File: src/design/wgm_pkg.sv
// ----------------------------------------------------------------------------
// wgm_pkg
// Shared types and constants of the wildcard glob matcher.
// ----------------------------------------------------------------------------
package wgm_pkg;

    localparam int unsigned SYM_W      = 8;
    localparam int unsigned CFG_DATA_W = 64;
    localparam int unsigned LEN_W      = 5;
    localparam int unsigned CFG_IDX_W  = 2;
    localparam int unsigned CFG_SYMS   = 16;  // symbols held in configuration

    localparam logic [SYM_W-1:0] SYM_STAR = 8'd42;
    localparam logic [SYM_W-1:0] SYM_ANY  = 8'd63;

    typedef logic [SYM_W-1:0] t_sym;

    typedef enum logic [CFG_IDX_W-1:0] {
        CFG_SYM_LOW  = 2'd0,
        CFG_SYM_HIGH = 2'd1,
        CFG_LENGTH   = 2'd2
    } t_cfg_index;

endpackage

File: src/design/wgm_cfg_regs.sv
// ----------------------------------------------------------------------------
// wgm_cfg_regs
// Pattern registers, symbol unpacking and saturated pattern length.
// ----------------------------------------------------------------------------
module wgm_cfg_regs
    import wgm_pkg::*;
#(
    parameter int unsigned PATTERN_SYMBOLS = 16,
    parameter int unsigned LW              = $clog2(PATTERN_SYMBOLS + 1)
) (
    input  logic                  i_clk,
    input  logic                  i_rst_n,
    input  logic                  i_cfg_we,
    input  logic [CFG_IDX_W-1:0]  i_cfg_index,
    input  logic [CFG_DATA_W-1:0] i_cfg_data,
    output t_sym                  o_sym [PATTERN_SYMBOLS],
    output logic [LW-1:0]         o_len
);

    localparam int unsigned CW = (LW > LEN_W) ? LW : LEN_W;

    logic [CFG_DATA_W-1:0] r_sym_low;
    logic [CFG_DATA_W-1:0] r_sym_high;
    logic [LEN_W-1:0]      r_len;
    logic [CW-1:0]         len_ext;

    always_ff @(posedge i_clk) begin
        if (!i_rst_n) begin
            r_sym_low  <= '0;
            r_sym_high <= '0;
            r_len      <= '0;
        end else if (i_cfg_we) begin
            unique case (t_cfg_index'(i_cfg_index))
                CFG_SYM_LOW:  r_sym_low  <= i_cfg_data;
                CFG_SYM_HIGH: r_sym_high <= i_cfg_data;
                CFG_LENGTH:   r_len      <= i_cfg_data[LEN_W-1:0];
                default:      ;
            endcase
        end
    end

    for (genvar k = 0; k < PATTERN_SYMBOLS; k++) begin : g_sym
        if (k < CFG_SYMS / 2) begin : g_low
            assign o_sym[k] = r_sym_low[SYM_W*k +: SYM_W];
        end else if (k < CFG_SYMS) begin : g_high
            assign o_sym[k] = r_sym_high[SYM_W*(k - CFG_SYMS/2) +: SYM_W];
        end else begin : g_zero
            assign o_sym[k] = '0;
        end
    end

    assign len_ext = CW'(r_len);
    assign o_len   = (len_ext > CW'(PATTERN_SYMBOLS)) ? LW'(PATTERN_SYMBOLS)
                                                      : LW'(len_ext);

endmodule

File: src/design/wgm_row_update.sv
// ----------------------------------------------------------------------------
// wgm_row_update
// One step of the match row: start-row rebuild and, when present, one text byte.
// ----------------------------------------------------------------------------
module wgm_row_update
    import wgm_pkg::*;
#(
    parameter int unsigned PATTERN_SYMBOLS = 16,
    parameter int unsigned LW              = $clog2(PATTERN_SYMBOLS + 1)
) (
    input  t_sym                       i_sym [PATTERN_SYMBOLS],
    input  logic [LW-1:0]              i_len,
    input  logic [PATTERN_SYMBOLS:0]   i_row,
    input  logic                       i_at_start,
    input  logic [SYM_W-1:0]           i_char,
    input  logic                       i_has_char,
    output logic [PATTERN_SYMBOLS:0]   o_row,
    output logic                       o_matched
);

    logic [PATTERN_SYMBOLS:0] start_row;
    logic [PATTERN_SYMBOLS:0] base_row;
    logic [PATTERN_SYMBOLS:0] step_row;

    always_comb begin
        start_row    = '0;
        start_row[0] = 1'b1;
        for (int j = 1; j <= PATTERN_SYMBOLS; j++) begin
            start_row[j] = (LW'(j) <= i_len) && (i_sym[j-1] == SYM_STAR)
                           && start_row[j-1];
        end
    end

    assign base_row = i_at_start ? start_row : i_row;

    always_comb begin
        step_row = '0;
        for (int j = 1; j <= PATTERN_SYMBOLS; j++) begin
            if (LW'(j) <= i_len) begin
                if (i_sym[j-1] == SYM_STAR) begin
                    step_row[j] = step_row[j-1] | base_row[j];
                end else begin
                    step_row[j] = base_row[j-1]
                                  && ((i_sym[j-1] == i_char) || (i_sym[j-1] == SYM_ANY));
                end
            end
        end
    end

    assign o_row     = i_has_char ? step_row : base_row;
    assign o_matched = o_row[i_len];

endmodule

File: src/design/wildcard_glob_matcher.sv
// ----------------------------------------------------------------------------
// wildcard_glob_matcher
// Each accepted item is held in the input register, and its result then in the result register.
// Throughput: one text byte per cycle unless the result side stalls; the row update is combinational.
// Reset: synchronous, active low; pattern registers clear, row clears and the
// next item starts a new string.
// ----------------------------------------------------------------------------
module wildcard_glob_matcher
    import wgm_pkg::*;
#(
    parameter int unsigned PATTERN_SYMBOLS = 16
) (
    input  logic                  i_clk,
    input  logic                  i_rst_n,
    // configuration
    input  logic                  i_cfg_we,
    input  logic [CFG_IDX_W-1:0]  i_cfg_index,
    input  logic [CFG_DATA_W-1:0] i_cfg_data,
    // text items
    input  logic                  i_s_axis_tvalid,
    output logic                  o_s_axis_tready,
    input  logic [7:0]            i_s_axis_tdata,   // [7:0] text_char
    input  logic                  i_s_axis_tuser,   // [0] has_char
    input  logic                  i_s_axis_tlast,   // last_char
    // result items
    output logic                  o_m_axis_tvalid,
    input  logic                  i_m_axis_tready,
    output logic [7:0]            o_m_axis_tdata,   // [0] matched, [7:1] zero
    output logic                  o_m_axis_tlast    // end_of_text
);

    localparam int unsigned LW = $clog2(PATTERN_SYMBOLS + 1);

    t_sym                     sym [PATTERN_SYMBOLS];
    logic [LW-1:0]            len;

    logic                     r_in_valid;
    logic [SYM_W-1:0]         r_char;
    logic                     r_has;
    logic                     r_last;

    logic                     r_out_valid;
    logic                     r_matched;
    logic                     r_eot;

    logic [PATTERN_SYMBOLS:0] r_row;
    logic                     r_at_start;

    logic [PATTERN_SYMBOLS:0] n_row;
    logic                     n_matched;
    logic                     out_free;
    logic                     advance;
    logic                     in_take;

    wgm_cfg_regs #(
        .PATTERN_SYMBOLS (PATTERN_SYMBOLS),
        .LW              (LW)
    ) u_cfg (
        .i_clk       (i_clk),
        .i_rst_n     (i_rst_n),
        .i_cfg_we    (i_cfg_we),
        .i_cfg_index (i_cfg_index),
        .i_cfg_data  (i_cfg_data),
        .o_sym       (sym),
        .o_len       (len)
    );

    wgm_row_update #(
        .PATTERN_SYMBOLS (PATTERN_SYMBOLS),
        .LW              (LW)
    ) u_row (
        .i_sym      (sym),
        .i_len      (len),
        .i_row      (r_row),
        .i_at_start (r_at_start),
        .i_char     (r_char),
        .i_has_char (r_has),
        .o_row      (n_row),
        .o_matched  (n_matched)
    );

    assign out_free        = !r_out_valid || i_m_axis_tready;
    assign advance         = r_in_valid && out_free;
    assign o_s_axis_tready = !r_in_valid || out_free;
    assign in_take         = i_s_axis_tvalid && o_s_axis_tready;

    // input register
    always_ff @(posedge i_clk) begin
        if (!i_rst_n) begin
            r_in_valid <= 1'b0;
        end else if (in_take) begin
            r_in_valid <= 1'b1;
        end else if (advance) begin
            r_in_valid <= 1'b0;
        end
    end

    always_ff @(posedge i_clk) begin
        if (in_take) begin
            r_char <= i_s_axis_tdata;
            r_has  <= i_s_axis_tuser;
            r_last <= i_s_axis_tlast;
        end
    end

    // row state and result register
    always_ff @(posedge i_clk) begin
        if (!i_rst_n) begin
            r_row       <= '0;
            r_at_start  <= 1'b1;
            r_out_valid <= 1'b0;
        end else begin
            if (advance) begin
                r_row       <= n_row;
                r_at_start  <= r_last;
                r_out_valid <= 1'b1;
            end else if (i_m_axis_tready) begin
                r_out_valid <= 1'b0;
            end
        end
    end

    always_ff @(posedge i_clk) begin
        if (advance) begin
            r_matched <= n_matched;
            r_eot     <= r_last;
        end
    end

    assign o_m_axis_tvalid = r_out_valid;
    assign o_m_axis_tdata  = {7'b0, r_matched};
    assign o_m_axis_tlast  = r_eot;

endmodule

File: config.mk
export PLATFORM = sky130hd
export DESIGN_NAME = wildcard_glob_matcher
export DESIGN_NICKNAME = d
export VERILOG_FILES = /design/src/design/wgm_pkg.sv /design/src/design/wgm_cfg_regs.sv /design/src/design/wgm_row_update.sv /design/src/design/wildcard_glob_matcher.sv
export SDC_FILE = /design/constraint.sdc
export NUM_CORES = 1
export LEC_CHECK = 0
export BUFFER_PORTS_ARGS = -buffer_cell sky130_fd_sc_hd__buf_2
export CORE_ASPECT_RATIO = 1.5
export CORE_UTILIZATION = 50
export CTS_BUF_LIST = sky130_fd_sc_hd__clkbuf_4 sky130_fd_sc_hd__clkbuf_8
export CTS_CLUSTER_SIZE = 10
export DETAILED_ROUTE_END_ITERATION = 10
export GPL_ROUTABILITY_DRIVEN = 1
export PLACE_DENSITY = 0.69
export SLEW_MARGIN = 20
export SYNTH_ARGS = -nofsm -noshare
export SYNTH_HDL_FRONTEND = slang
export SYNTH_SLANG_ARGS = --single-unit
File: constraint.sdc
create_clock -name i_clk -period 6.1 [get_ports i_clk]
set_clock_uncertainty 0.1 [all_clocks]
set_input_delay 0.915 -clock i_clk [delete_from_list [all_inputs] [get_ports i_clk]]
set_output_delay 0.915 -clock i_clk [all_outputs]
set_load 0.005 [all_outputs]
==> results of run 1 <==
Yosys cell counts (3+ instances only):
cell         n
nand3b_1     3
o21ai_1      3
nand4_1     31
a21boi_0   138
dfxtp_1    153
inv_1       11
or4_1        3
and3_1      15
a22oi_1      3
nor2b_1     19
a211o_1      3
or3_1        5
a211oi_1     4
o211ai_1    15
edfxtp_1    12
a21oi_1     42
or2_2        4
nand2b_1     8
and2_1       7
nor3_1      23
xor2_1      56
o21a_1       3
buf_4        8
nor4_1      22
a31oi_1      9
clkbuf_1    66
o21ai_0     25
nor2_1      57
xnor2_1     72
o2bb2ai_1    3
nand2_1    306
buf_1       11
mux2i_1      7
nand3_1     26
flip-flops by register name (all words and copies together) (netlist names):
signal	flops
u_cfg.r_sym_high	64
u_cfg.r_sym_low	64
r_row	17
r_char	8
u_cfg.len_ext	5
o_m_axis_tlast	1
o_m_axis_tvalid	1
r_at_start	1
r_has	1
r_in_valid	1
r_last	1
r_matched	1
metal layers:
| layer | wire [um] | track usage [%] | up-vias |
|---|---|---|---|
| met3 | 1033 | 4.158 | 63 |
| met5 | 0 | 0 | - |
| met1 | 11930 | 35.36 | 4275 |
| li1 | - | - | 4287 |
| met2 | 14160 | 52.81 | 229 |
| met4 | 998 | 14.00 | 0 |
where the power goes:
part | switching (mW) | internal, mW | leakage (nW)
logic | 0.140 | 0.114 | 2.15
clock network | 0.445 | 0.343 | 0.186
registers | 0.0665 | 1.13 | 1.36
layout by cell type (no fill, tap or decap), drive strengths merged, types with 8 or more instances in the layout:
cell type  synthesis  layout
a21boi           139     139
a21oi             42      42
a31oi              9       9
and3              15      15
buf               19     100
clkbuf            66      20
dfxtp            153     153
edfxtp            12      12
inv               11      16
nand2            306     306
nand2b             8       8
nand3             26      26
nand4             33      33
nor2              57      57
nor2b             19      19
nor3              25      25
nor4              25      25
o211ai            16      16
o21ai             28      28
xnor2             72      72
xor2              56      56
final cells by class:
class                   count  area [um^2]  area share, %
inverters                  12        45.04         0.4306
multi-input cells         970         5758          55.05
clock inverters            12        118.9          1.136
well taps                 252        315.3          3.014
repair buffers            100        543.0          5.191
flip-flops and latches    165         3423          32.73
clock buffers              20        256.5          2.452
kinds of logic (layout without fill, tap and decap cells):
family,after synthesis,after routing,share of synthesized area [%]
buffers and inverters,97,144,4.128
DFF,165,165,35.86
other,1,7,0.03928
and+or+nand+nor,552,552,27.17
xor gates and xnor gates,128,128,11.74
muxes,8,8,0.8519
AOI/OAI and AO/OA,275,275,20.21
final timing paths:
| check | endpoint | slack (ps) | start | cells after the start |
|---|---|---|---|---|
| setup / recovery | r_matched$_DFFE_PP_ | 1940 | u_cfg.len_ext[4]$_SDFFE_PN0P_ | 13 |
| hold reg to reg | o_m_axis_tlast$_DFFE_PP_ | 360 | r_last$_DFFE_PP_ | 0 |
| hold / removal | o_m_axis_tlast$_DFFE_PP_ | 360 | r_last$_DFFE_PP_ | 0 |
| setup reg to reg | r_matched$_DFFE_PP_ | 1940 | u_cfg.len_ext[4]$_SDFFE_PN0P_ | 13 |
worst max-delay path, stage by stage (launching register included):
cell      delay (ps)
dfxtp_1          800
a211o_1          270
nand4_1          210
nor4_4           370
a31oi_1          230
a211o_1          410
or3b_1           420
nand3_1          120
o221ai_2         140
a21boi_2         190
or4b_1           440
nand4_1          110
a211oi_1          70
o211ai_2         140
stage by stage:
stage | setup slack [ps] | std cells
6_report | 1944 | 1531
5_1_grt | 1780 | 1531
4_1_cts | 2041 | 1531
3_5_place_dp | 2078 | 1499
3_3_place_gp | 2041 | 1499
2_1_floorplan | 2588 | 1232
==> results.yml, run 1 <==
run_status:
  status: "complete, no violations"
synthesis:
  async_flop_share_pct: 0
  synth_ff_type: "dfxtp_1"
  ys_warn_count: 0
  synth_area_leaders: "dfxtp_1 32%, nand2_1 12%, a21boi_0 11%"
  synth_top_area_share_pct: 32.08
  synth_top_area_cell: "dfxtp_1"
  synth_cell_types: 72
  synth_edf_count: 12
  ys_seq_area_share_pct: 35.86
  syn_inst: 1226
  syn_avg_cell_area_um2: 7.787
  netlist_area_um2: 9547
  synth-seq-cells: 165
detailed_routing:
  drc: 0
  via_count: 8854
  routed_wl_um: 28120
  ant_nets: 0
  drt-vias-per-instance: 5.783
  first_pass_iters: 5
  drtIter0Drc: 664
  wl_per_cell_um: 18.37
sta:
  fmax_ghz: 0.2406
  fin_crit_ps: 4156
  tns_ps: 0
  period_share_pct: 68.13
  fin_hold_ws_ps: 363.1
  setup_viol: 0
  worst_slew_pin_slew_ps: 1190
  max_slew_margin_pct: 19.91
  grt_setup_unrepaired: "false"
  drv_slew: 0
  hold_violations: 0
setup_path:
  start_kind: "flop"
  critPathCaptureType: "flop"
  arrival_ps: 4390
  critPathKind: "flop to flop"
  critPathRequiredTime_ps: 6330
  path_max_fanout: 19
placement:
  port_buffers: 84
  dpl.hpwl_um: 19970
  placed_cell_area_um2: 10080
  gp_congestion: 0.9445
cts:
  post_cts_resized: 0
  clkTransAtPathRegs_ps: 100
  htreeDepth: 4
  cts_num_sinks: 165
  post_cts_buffers: 0
  numCtsBuffers: 17
  cts_tree: "done"
  ctsHoldBuffers: 0
  clock_path_buffers: 2
  root_buffer: "clkbuf_8"
  clk_latency_ps: 480
power:
  max-vdd-ir-drop_v: 0.0001080
  power.leakage_nw: 3.695
  p_total_mw: 2.238
  p_per_area_nw_per_um2: 213.9
finish:
  fill_cells: 1845
  antennaDiodeCount: 0
  fin_util_pct: 56.17
  nNetsFinal: 1347
  drive_gt1_share_pct: 12.04
  stdcell_area_um2: 10460
  area_growth_syn_to_layout_pct: 9.567
floorplanning:
  top_level_ports: 92
  die_h_um: 171.2
  row_count: 61
  start_util_pct: 51.26
  core-area_um2: 18620
  die_x_um: 114.8
  dieArea_um2: 19660
global_route:
  antenna_found_initial: 0
  grt_overflow: 0
  grt_first_pass_wirelength_um: 44850
  grt_pass1_vias: 8465
  grt_use_total_pct: 29.84
  grt_max_degree: 86
job:
  maxCapViolCount: 0
hold_path:
  hold_class: "flop to flop"
(Power assumes the default switching activity.)
==> inputs of run 2 (changes only) <==
- clock period: 6.1 -> 3.9 ns (I/O delays scaled with it)
==> run 2 against run 1 <==
Effect of this change:
- flip-flop and latch count did not move
- wire length is 1.1% higher
- via count increased by 1.2%
- global-route usage is 0.34 points higher
- power rose by 55%
- sequential power increased by 54%
- utilization is 2.3 points higher
- register-to-register slack got worse by 1800 ps
- fmax increased by 11%
- clock power up 47%
- combinational power rose by 88%
- non-clock buffer count rose by 42
- highest routed layer unchanged
==> results.yml, run 2 (synthesis results as in run 1) <==
sta:
  setup_viol: 0
  tns_ps: 0
  drv_slew: 0
  fmax_ghz: 0.2662
  fin_crit_ps: 3757
  grt_setup_unrepaired: "false"
  period_share_pct: 96.34
  hold_violations: 0
  fin_hold_ws_ps: 171.3
  max_slew_margin_pct: 28.46
  worst_slew_pin_slew_ps: 1073
floorplanning:
  row_count: 61
  dieArea_um2: 19660
  top_level_ports: 92
  die_x_um: 114.8
  die_h_um: 171.2
  core-area_um2: 18620
  start_util_pct: 51.26
finish:
  multiInputGateArea_um2: 5809
  antennaDiodeCount: 0
  ff_latch_area_um2: 3423
  fill_cells: 1870
  final_common_cell: "nand2_1"
  drive_gt1_share_pct: 15.38
  final_cell_mix: "306 x nand2_1, 153 x dfxtp_1, 138 x a21boi_0"
  top_regs: "u_cfg.r_sym_high x64, u_cfg.r_sym_low x64, r_row x17"
  nNetsFinal: 1389
  area_growth_syn_to_layout_pct: 14.14
  stdcell_area_um2: 10900
  stdcell_count: 1572
global_route:
  grt_max_degree: 123
  grt_first_pass_wirelength_um: 45120
  grt_use_total_pct: 30.18
  grt_overflow: 0
  grt_pass1_vias: 8801
  antenna_found_initial: 0
power:
  power.leakage_nw: 3.958
  max-vdd-ir-drop_v: 0.0003300
  p_per_area_nw_per_um2: 317.9
  p_total_mw: 3.464
detailed_routing:
  routed_wl_um: 28440
  via_count: 8956
  drc: 0
  first_pass_iters: 5
  ant_nets: 0
  drtIter0Drc: 525
  wl_met1_um: 11360
  route.met3.wl_um: 1254
  top_layer: "met4"
  dr_wl_met2_um: 14690
  drt-vias-per-instance: 5.697
  wl_per_cell_um: 18.09
setup_path:
  critPathRequiredTime_ps: 4140
  start_kind: "flop"
  path_depth: 13
  path_max_fanout: 5
  critPathKind: "flop to flop"
  worst_path_max_delay_cell: "or4_4"
  worstRegToRegCells: 13
  crit_family: "simple AND/OR/NAND/NOR gates"
  critPathCaptureType: "flop"
  crit_buf_inv: 0
  critPathMaxStageDelay_ps: 480
  path_cells: "or3_4 > or4_4 > nor3_2 > a31oi_1 > a211o_1 > or3b_1 > nand3_1 > o221ai_2 > a21boi_2 > or4b_1 > nand4_1 > a211oi_1 > o211ai_2"
  arrival_ps: 3990
run_status:
  status: "complete, no violations"
placement:
  numPlacedInstances: 1538
  dpl.hpwl_um: 20200
  port_buffers: 84
  placed_cell_area_um2: 10470
  gp_congestion: 0.8898
cts:
  numCtsBuffers: 17
  root_buffer: "clkbuf_8"
  clkTransAtPathRegs_ps: 80
  clock_path_buffers: 2
  cts_num_sinks: 165
  ctsHoldBuffers: 0
  clk_latency_ps: 490
  htreeDepth: 4
  cts_tree: "done"
job:
  maxCapViolCount: 0
hold_path:
  holdPathStages: 1
  hold_class: "input pin to flop"
-- run 2: per-layer routing --
layer	vias to the layer above	GRT usage, %
met1	4295	33.40
met3	63	4.863
li1	4365	-
met2	233	55.23
met5	-	0
met4	0	15.25
-- run 2: final timing paths --
| check | start | to | slack (ps) |
|---|---|---|---|
| setup / recovery | u_cfg.r_sym_low[56]$_SDFFE_PN0P_ | r_matched$_DFFE_PP_ | 140 |
| hold / removal | i_s_axis_tuser | r_has$_DFFE_PP_ | 170 |
| setup reg to reg | u_cfg.r_sym_low[56]$_SDFFE_PN0P_ | r_matched$_DFFE_PP_ | 140 |
| hold reg to reg | r_row[6]$_SDFFE_PN0P_ | r_row[6]$_SDFFE_PN0P_ | 360 |
-- run 2: per-stage QoR --
step / utilization (%) / setup WS [ps]
final: 58.51 / 142.8
after global routing: 58.51 / 6.655
after CTS: 58.12 / 58.94
after detailed placement: 56.19 / 77.28
after global placement: 56.19 / 128.7
after floorplan: - / 387.9
-- run 2: repair_timing --
item                                    CTS  global route
endpoints found under the setup margin    0             3
gates resized for setup                   0             9
buffers inserted                          0             3
-- run 2: cell type report --
type	instances	share of cell area (%)
inverter	12	0.4134
sequential	165	31.42
clock inverter	7	0.4248
timing repair buffer	142	8.681
clock buffer	24	2.859
multi-input combinational	970	53.31
tap	252	2.894
-- run 2: power breakdown --
group	leakage (nW)	switching (mW)	total (mW)	internal [mW]
Clock	0.190	0.633	1.16	0.526
Sequential	1.36	0.0628	1.83	1.76
Combinational	2.41	0.272	0.478	0.206
Total	3.96	0.968	3.46	2.50
